## config.mk

```make
export PLATFORM = sky130hd
export DESIGN_NAME = compare_capture_timer_top
export DESIGN_NICKNAME = d
export VERILOG_FILES = /design/src/hdl/ccap_pkg.sv /design/src/hdl/ccap_cfg.sv /design/src/hdl/ccap_core.sv /design/src/hdl/compare_capture_timer_top.sv
export SDC_FILE = /design/constraint.sdc
export NUM_CORES = 1
export LEC_CHECK = 0
export BUFFER_PORTS_ARGS = -buffer_cell sky130_fd_sc_hd__buf_4
export CAP_MARGIN = 20
export CORE_AREA = 2 2 139 141
export CTS_CLUSTER_SIZE = 16
export DETAILED_ROUTE_END_ITERATION = 7
export DIE_AREA = 0 0 141 143
export PLACE_DENSITY = 0.73
export SYNTH_ARGS = -nofsm -noshare
export SYNTH_HDL_FRONTEND = slang
export SYNTH_SLANG_ARGS = --single-unit
```

## constraint.sdc

```tcl
create_clock -name clk -period 4.4 [get_ports clk]
set_clock_uncertainty 0.15 [all_clocks]
set_input_delay 0.22 -clock clk [delete_from_list [all_inputs] [get_ports clk]]
set_output_delay 0.22 -clock clk [all_outputs]
set_load 0.03 [all_outputs]
```

## src/hdl/ccap_pkg.sv

```systemverilog
// Package: shared types, codes and helper functions of the compare/capture timer.
`timescale 1ns / 1ps

package ccap_pkg;

  // Number of compare channels in use (1..3).
  localparam int unsigned COMPARE_CHANNELS = 3;
  localparam int unsigned CHAN_SLOTS       = 3;
  localparam logic [CHAN_SLOTS-1:0] CHAN_MASK = CHAN_SLOTS'((1 << COMPARE_CHANNELS) - 1);

  localparam int unsigned CFG_IDX_W  = 3;
  localparam int unsigned CFG_DATA_W = 16;

  // Configuration register indexes
  localparam logic [CFG_IDX_W-1:0] REG_TIMER_MODE     = 3'd0;
  localparam logic [CFG_IDX_W-1:0] REG_PRESCALE_SHIFT = 3'd1;
  localparam logic [CFG_IDX_W-1:0] REG_COUNTER_BITS   = 3'd2;
  localparam logic [CFG_IDX_W-1:0] REG_COMPARE_A      = 3'd3;
  localparam logic [CFG_IDX_W-1:0] REG_COMPARE_B      = 3'd4;
  localparam logic [CFG_IDX_W-1:0] REG_COMPARE_C      = 3'd5;
  localparam logic [CFG_IDX_W-1:0] REG_OUTPUT_MODES   = 3'd6;
  localparam logic [CFG_IDX_W-1:0] REG_CAPTURE_RISING = 3'd7;

  // Operations
  localparam logic [1:0] OP_TICK    = 2'd0;
  localparam logic [1:0] OP_PIN     = 2'd1;
  localparam logic [1:0] OP_WR_CNT  = 2'd2;
  localparam logic [1:0] OP_WR_CAP  = 2'd3;

  // Timer modes
  localparam logic [2:0] MODE_STOP      = 3'd0;
  localparam logic [2:0] MODE_NORMAL    = 3'd1;
  localparam logic [2:0] MODE_CTC       = 3'd2;
  localparam logic [2:0] MODE_PWM_OCRA  = 3'd3;
  localparam logic [2:0] MODE_PWM_ICR   = 3'd4;
  localparam logic [2:0] MODE_FAST_PWM  = 3'd5;

  // Compare pin actions
  localparam logic [1:0] ACT_NONE   = 2'd0;
  localparam logic [1:0] ACT_TOGGLE = 2'd1;
  localparam logic [1:0] ACT_CLEAR  = 2'd2;
  localparam logic [1:0] ACT_SET    = 2'd3;

  // Flag bits
  localparam int unsigned FLAG_OVF_BIT = 0;
  localparam int unsigned FLAG_CAP_BIT = 4;
  localparam logic [4:0]  FLAG_KEEP    = {1'b1, CHAN_MASK, 1'b1};

  localparam logic [3:0] SHIFT_MAX = 4'd10;
  localparam logic [4:0] BITS_MIN  = 5'd8;
  localparam logic [4:0] BITS_MAX  = 5'd16;

  typedef struct packed {
    logic [1:0]  op;
    logic        pin_level;
    logic [15:0] write_value;
    logic [4:0]  clear_mask;
  } in_word_t;

  typedef struct packed {
    logic [15:0] count;
    logic [15:0] capture_value;
    logic [4:0]  pending_flags;
    logic [2:0]  compare_pins;
  } out_word_t;

  typedef struct packed {
    logic [2:0]                   timer_mode;
    logic [3:0]                   prescale_shift;
    logic [4:0]                   counter_bits;
    logic [CHAN_SLOTS-1:0][15:0]  compare;
    logic [5:0]                   output_modes;
    logic                         capture_rising;
  } cfg_t;

  // TOP for the counter-size modes: 2^bits - 1, bits held to 8..16.
  function automatic logic [15:0] size_top(input logic [4:0] bits);
    logic [4:0]  b;
    logic [16:0] full;
    b = bits;
    if (b < BITS_MIN) b = BITS_MIN;
    if (b > BITS_MAX) b = BITS_MAX;
    full = (17'd1 << b) - 17'd1;
    return full[15:0];
  endfunction

  function automatic logic [15:0] current_top(input cfg_t cfg, input logic [15:0] cap);
    logic [15:0] t;
    unique case (cfg.timer_mode)
      MODE_CTC, MODE_PWM_OCRA: t = cfg.compare[0];
      MODE_PWM_ICR:            t = cap;
      default:                 t = size_top(cfg.counter_bits);
    endcase
    return t;
  endfunction

endpackage

```

## src/hdl/ccap_cfg.sv

```systemverilog
// Configuration register file of the compare/capture timer.
`timescale 1ns / 1ps

module ccap_cfg (
  input  logic                          clk,
  input  logic                          rst_n,
  input  logic                          cfg_wr_en,
  input  logic [ccap_pkg::CFG_IDX_W-1:0]  cfg_index,
  input  logic [ccap_pkg::CFG_DATA_W-1:0] cfg_wdata,
  output ccap_pkg::cfg_t                cfg
);
  import ccap_pkg::*;

  cfg_t cfg_r;

  always_ff @(posedge clk) begin
    if (!rst_n) begin
      cfg_r.timer_mode     <= '0;
      cfg_r.prescale_shift <= '0;
      cfg_r.counter_bits   <= BITS_MIN;
      cfg_r.compare        <= '0;
      cfg_r.output_modes   <= '0;
      cfg_r.capture_rising <= 1'b0;
    end else if (cfg_wr_en) begin
      unique case (cfg_index)
        REG_TIMER_MODE:     cfg_r.timer_mode     <= cfg_wdata[2:0];
        REG_PRESCALE_SHIFT: cfg_r.prescale_shift <= cfg_wdata[3:0];
        REG_COUNTER_BITS:   cfg_r.counter_bits   <= cfg_wdata[4:0];
        REG_COMPARE_A:      cfg_r.compare[0]     <= cfg_wdata;
        REG_COMPARE_B:      cfg_r.compare[1]     <= cfg_wdata;
        REG_COMPARE_C:      cfg_r.compare[2]     <= cfg_wdata;
        REG_OUTPUT_MODES:   cfg_r.output_modes   <= cfg_wdata[5:0];
        REG_CAPTURE_RISING: cfg_r.capture_rising <= cfg_wdata[0];
        default: ;
      endcase
    end
  end

  assign cfg = cfg_r;

endmodule

```

## src/hdl/ccap_core.sv

```systemverilog
// Timer state registers and their single-pass next-state logic.
`timescale 1ns / 1ps

module ccap_core (
  input  logic                clk,
  input  logic                rst_n,
  input  logic                en,
  input  ccap_pkg::in_word_t  word,
  input  ccap_pkg::cfg_t      cfg,
  output ccap_pkg::out_word_t res_nxt
);
  import ccap_pkg::*;

  logic [9:0]  presc_r,  presc_nxt;
  logic [15:0] cnt_r,    cnt_nxt;
  logic [15:0] cap_r,    cap_nxt;
  logic [4:0]  flags_r,  flags_nxt;
  logic [2:0]  pins_r,   pins_nxt;
  logic        last_pin_r, last_pin_nxt;

  logic [15:0] top;
  logic [3:0]  sh;
  logic [10:0] div;
  logic [10:0] psum;
  logic        running;
  logic        edge_hit;
  logic [1:0]  act;

  always_comb begin
    top       = current_top(cfg, cap_r);
    sh        = (cfg.prescale_shift > SHIFT_MAX) ? SHIFT_MAX : cfg.prescale_shift;
    div       = 11'd1 << sh;
    psum      = {1'b0, presc_r} + 11'd1;
    running   = (cfg.timer_mode != MODE_STOP) && (cfg.timer_mode <= MODE_FAST_PWM);
    edge_hit  = cfg.capture_rising ? (!last_pin_r && word.pin_level)
                                   : (last_pin_r && !word.pin_level);
    act       = ACT_NONE;

    presc_nxt    = presc_r;
    cnt_nxt      = cnt_r;
    cap_nxt      = cap_r;
    flags_nxt    = flags_r & ~word.clear_mask;
    pins_nxt     = pins_r;
    last_pin_nxt = last_pin_r;

    unique case (word.op)
      OP_TICK: begin
        if (running) begin
          if (psum >= div) begin
            presc_nxt = '0;
            // compare matches see the count before it moves
            for (int i = 0; i < COMPARE_CHANNELS; i++) begin
              if (cfg.compare[i] != 16'd0 && cfg.compare[i] <= top &&
                  cnt_r == cfg.compare[i]) begin
                act = cfg.output_modes[2*i +: 2];
                flags_nxt[i+1] = 1'b1;
                unique case (act)
                  ACT_TOGGLE: pins_nxt[i] = ~pins_r[i];
                  ACT_CLEAR:  pins_nxt[i] = 1'b0;
                  ACT_SET:    pins_nxt[i] = 1'b1;
                  default:    pins_nxt[i] = pins_r[i];
                endcase
              end
            end
            if (cnt_r >= top) begin
              cnt_nxt                 = '0;
              flags_nxt[FLAG_OVF_BIT] = 1'b1;
            end else begin
              cnt_nxt = cnt_r + 16'd1;
            end
          end else begin
            presc_nxt = psum[9:0];
          end
        end
      end
      OP_PIN: begin
        if (edge_hit && cfg.timer_mode != MODE_PWM_ICR) begin
          cap_nxt                 = cnt_r;
          flags_nxt[FLAG_CAP_BIT] = 1'b1;
        end
        last_pin_nxt = word.pin_level;
      end
      OP_WR_CNT: cnt_nxt = (word.write_value >= top) ? 16'd0 : word.write_value;
      OP_WR_CAP: cap_nxt = word.write_value;
      default: ;
    endcase

    flags_nxt = flags_nxt & FLAG_KEEP;
    pins_nxt  = pins_nxt & CHAN_MASK;
  end

  always_ff @(posedge clk) begin
    if (!rst_n) begin
      presc_r    <= '0;
      cnt_r      <= '0;
      cap_r      <= '0;
      flags_r    <= '0;
      pins_r     <= '0;
      last_pin_r <= 1'b0;
    end else if (en) begin
      presc_r    <= presc_nxt;
      cnt_r      <= cnt_nxt;
      cap_r      <= cap_nxt;
      flags_r    <= flags_nxt;
      pins_r     <= pins_nxt;
      last_pin_r <= last_pin_nxt;
    end
  end

  assign res_nxt.count         = cnt_nxt;
  assign res_nxt.capture_value = cap_nxt;
  assign res_nxt.pending_flags = flags_nxt;
  assign res_nxt.compare_pins  = pins_nxt;

endmodule

```

## src/hdl/compare_capture_timer_top.sv

```systemverilog
// Top level of the compare/capture timer: handshakes, config and result register.
`timescale 1ns / 1ps

// Compare/capture timer. Each input word is one op: a clock tick, a sample
// of the capture pin, a counter write or a capture register write; any op
// may also clear flags through clear_mask (clear first, so a flag set by
// the same op stays set). Each accepted word yields exactly one result word
// holding the counter, capture register, pending flags and compare pin
// levels after that op. Throughput is one word per clock unless out_stall
// holds a full result register; the whole state update is one pass of
// logic between the timer state registers and the result register, so a
// word leaves in the cycle after it is taken. in_stall rises only while
// the result register is full and out_stall holds it. Config registers
// (cfg_index 0..7: mode, prescale shift, counter bits, compare a/b/c,
// output modes, capture edge) should be written while no word is in flight.

module compare_capture_timer_top (
  input  logic                            clk,
  input  logic                            rst_n,
  // input words
  input  logic                            in_valid,
  output logic                            in_stall,
  input  ccap_pkg::in_word_t              in_word,
  // result words
  output logic                            out_valid,
  input  logic                            out_stall,
  output ccap_pkg::out_word_t             out_word,
  // config writes
  input  logic                            cfg_wr_en,
  input  logic [ccap_pkg::CFG_IDX_W-1:0]  cfg_index,
  input  logic [ccap_pkg::CFG_DATA_W-1:0] cfg_wdata
);
  import ccap_pkg::*;

  cfg_t      cfg;
  out_word_t res_nxt;
  out_word_t out_word_r;
  logic      out_valid_r, out_valid_nxt;
  logic      in_acc;

  ccap_cfg u_cfg (
    .clk       (clk),
    .rst_n     (rst_n),
    .cfg_wr_en (cfg_wr_en),
    .cfg_index (cfg_index),
    .cfg_wdata (cfg_wdata),
    .cfg       (cfg)
  );

  ccap_core u_core (
    .clk     (clk),
    .rst_n   (rst_n),
    .en      (in_acc),
    .word    (in_word),
    .cfg     (cfg),
    .res_nxt (res_nxt)
  );

  // output register drains in the same cycle a new word comes in
  assign in_stall = out_valid_r && out_stall;
  assign in_acc   = in_valid && !in_stall;

  always_comb begin
    out_valid_nxt = out_valid_r;
    if (in_acc) begin
      out_valid_nxt = 1'b1;
    end else if (!out_stall) begin
      out_valid_nxt = 1'b0;
    end
  end

  always_ff @(posedge clk) begin
    if (!rst_n) begin
      out_valid_r <= 1'b0;
    end else begin
      out_valid_r <= out_valid_nxt;
    end
  end

  always_ff @(posedge clk) begin
    if (in_acc) begin
      out_word_r <= res_nxt;
    end
  end

  assign out_valid = out_valid_r;
  assign out_word  = out_word_r;

endmodule

```

==> run metrics <==
max-cap violations=0; vias=about 9,700; Initial DRC Count=around 1,100; net switching power=1.19 mW; critical path's most frequent cell=and3_1; Nets=between 1,000 and 1,500; first-pass GRT wire length=about 47 mm; sequential fraction of the synthesis area=35.6%; final WL=between 20 and 30 mm; Leakage=between 4 and 5 nW; final hold viol count=0; Avg WL per Cell=about 19 um; Seq pwr share=between 40% and 50%; IO buf count=89; Avg Cell Area, Syn=8.34 um^2; Ys Warns=0; Worst path slowest cell=nor3_2; Num CTS Buffers=17; Core Region=between 15,000 and 20,000 um^2; Starting Density=a little over half; Syn Std Cell Area=~10,000 um^2; Setup violations, final=0; pin count of the biggest net entering global routing=between 50 and 60; Net Sw Frac=between 30% and 40%; DR pass1 iterations=8; clock period minus worst slack=4150 ps; async set or reset register ratio after synthesis=0%; Hold Path Class=primary input to flop; Syn Inst Count=1,208; gpl congestion=~0.95; vias per cell=a little over 6; overall routing resource usage=29.7%; Rows=50; Cell Pwr Density=between 300 and 400 nW/um^2; Placed Area=11,000 um^2; Worst setup SP type=flop; normalized max-slew margin=between 30% and 40%; Max Clk Rate=between 200 and 250 MHz; total power=between 3 and 4 mW; initial antenna violation count=0; CTS max path bufs=2; die width=between 100 and 150 um; Pint=between 2 and 3 mW; DRC=0; outcome=finished, final reports clean; Root Buffer=clkbuf_16; CP Class=flop to flop; dpl hpwl=21.7 mm; Worst-Skew Late Latency=about 440 ps; Reg clk slew, reported paths=~70 ps; Post-synth EDFFs=40; Max Slew Vio Count=0; area growth from synthesis to layout=19.3%; Worst Path Required=between 4000 and 5000 ps; CTS tree=built; Critical Path Max Stage Delay=around 530 ps; Die Span Y=approximately 140 um; gr ovfl total=0; fin crit share=between 90% and 100%; Worst setup EP type=flop; crit path cell chain=ha_1 -> and3_1 -> and3_1 -> and3_1 -> xor2_1 -> ha_1 -> nand2_1 -> o21ai_1 -> a311oi_2 -> nor3_2 -> buf_6 -> and2_2 -> nand4_1 -> a21o_1 -> a21o_1 -> a221oi_1; slew of the pin with the lowest slew margin=between 1000 and 1500 ps; data arrival time of the worst path=about 4300 ps; Clk pwr share=between 30 and 40%; Main synth FF type=dfxtp_1; Combinational Power Share=a little under a fifth; Design Area, Final=12,000 um^2; unique cell type count in the Yosys netlist=slightly below 70; Crit Path Max Fanout=17; CTS H-tree depth=4; # diodes=0; layout cells sized above 1=between 10 and 15%; vias in the first global route=about 9,000; antenna viol nets, final=0; VDD IR-drop max=approximately 0.00029 V; die area=20,200 um^2; FF+latch count, synth=between 150 and 200; Sink Count=between 150 and 200; IO Count=90
cells in the final DEF, fill, tap and decap left out, types with 5 or more instances in the layout:
cell	instances
nand2_1	211
a21oi_1	125
dfxtp_1	119
buf_4	118
ha_1	83
nor2_1	73
xnor2_1	53
o21ai_0	40
edfxtp_1	40
nand3_1	34
dlygate4sd3_1	34
inv_1	26
and3_1	26
nand4_1	26
mux2i_1	23
o22ai_1	22
a21o_1	21
nor4_1	20
clkbuf_16	20
nor2b_1	16
a31oi_1	16
o21a_1	15
nand2b_1	10
o221ai_1	10
nor3_1	8
and2_1	8
xor2_1	8
nand3b_1	8
a211oi_1	7
a221oi_1	6
a22oi_1	6
inv_6	6
or2_2	5
layout make-up:
type,instances,area [um^2]
inverters,28,105
repair buffers,154,1250
well taps,234,293
clock inverters,11,104
fillers,1579,6570
multi-input cells,956,6160
clock buffers,21,514
flip-flops and latches,159,3580
stage by stage:
stage	hold slack, ps	cells	setup WS [ps]	setup TNS [ps]	util [%]
after floorplan	194	1209	534	0	-
final	23.8	1563	246	0	64.6
after global routing	45.5	1563	-15.4	-15.4	64.6
after global placement	291	1494	279	0	59.2
after CTS	7.77	1561	102	0	64.4
after detailed placement	295	1495	100	0	59.2
worst max-delay path, delay by kind of cell (launching register included):
family / cells / cell delay [ps]
adders and majority gates: 2 / 580
AOI/OAI and AO/OA: 5 / 860
and+or+nand+nor: 7 / 1660
DFF: 1 / 350
xor gates and xnor gates: 1 / 150
buffers and inverters: 1 / 270
Yosys cell counts (3+ instances only):
master / count / share of area [%]
o22ai_1: 22 / 1.4
nand4_1: 26 / 1.6
a21oi_1: 125 / 6.2
o21ai_0: 41 / 2.0
o21bai_1: 4 / 0.30
a22oi_1: 6 / 0.45
or4_1: 3 / 0.22
and2_1: 10 / 0.62
a211oi_1: 7 / 0.52
nand3b_1: 8 / 0.60
a21oi_2: 3 / 0.26
o21a_1: 15 / 1.1
xnor2_1: 53 / 4.6
clkbuf_1: 57 / 2.1
a221oi_1: 7 / 0.61
xor2_1: 8 / 0.70
o31ai_1: 3 / 0.22
nand2_1: 211 / 7.9
inv_1: 27 / 1.0
nor3_1: 9 / 0.45
nand3_1: 34 / 1.7
or2_2: 5 / 0.31
o221ai_1: 10 / 0.87
nor4_1: 20 / 1.2
nor2_1: 73 / 2.7
o211ai_1: 4 / 0.30
nand2b_1: 10 / 0.62
ha_1: 83 / 10
buf_2: 3 / 0.15
nor2b_1: 16 / 0.99
a21o_1: 21 / 1.6
o32ai_1: 3 / 0.26
a222oi_1: 3 / 0.30
and3_1: 27 / 1.7
edfxtp_1: 40 / 12
mux2i_1: 23 / 2.3
a22o_1: 4 / 0.35
o31a_1: 4 / 0.35
buf_1: 5 / 0.19
dfxtp_1: 119 / 24
a31oi_1: 16 / 0.99
flip-flops by register name (all words and copies together) (netlist names):
name,flops
u_core.presc_r,10
u_core.last_pin_r,1
u_core.cap_r,16
u_core.flags_r,5
u_core.pins_r,3
u_core.cnt_r,16
out_valid,1
out_word,40
u_cfg.cfg,67
per-layer routing:
metal	track usage, %	part of all wire [%]	vias up
met5	0	0	-
li1	-	-	4616
met1	40.6	44	4511
met2	47.9	46	498
met3	4.53	8.4	61
met4	10.6	2.3	0
cell families after synthesis:
logic type | synth area share, %
xor gates and xnor gates | 5.31
and+or+nand+nor | 22.1
buffers and inverters | 3.58
AOI/OAI and AO/OA | 20.5
DFF | 35.6
other | 0.0372
muxes | 2.62
adders and majority gates | 10.3
final timing paths:
check	slack (ps)	end	depth (start not counted)	startpoint
hold reg to reg	310	u_core.flags_r[4]	2	u_core.flags_r[4]
hold / removal	20	out_word[31]	3	in_word[12]
setup / recovery	250	u_core.cnt_r[9]	16	u_core.presc_r[0]
setup reg to reg	250	u_core.cnt_r[9]	16	u_core.presc_r[0]
power by group through the flow:
stage	registers, mW	logic, mW	clock network [mW]
floorplan	1.69	0.408	0
detailed placement	1.67	0.676	0
finish	1.64	0.722	1.55
CTS	1.64	0.703	1.56
global route	1.64	0.787	1.62
global placement	1.67	0.665	0
what timing repair did:
| action | in CTS | in global routing |
|---|---|---|
| setup buffers | 0 | 1 |
| resized for setup | 0 | 10 |
| hold endpoints to repair | 89 | 0 |
| setup endpoints to repair | 0 | 29 |
| hold buffers | 34 | 0 |
Power figures use the tool's default switching activity.
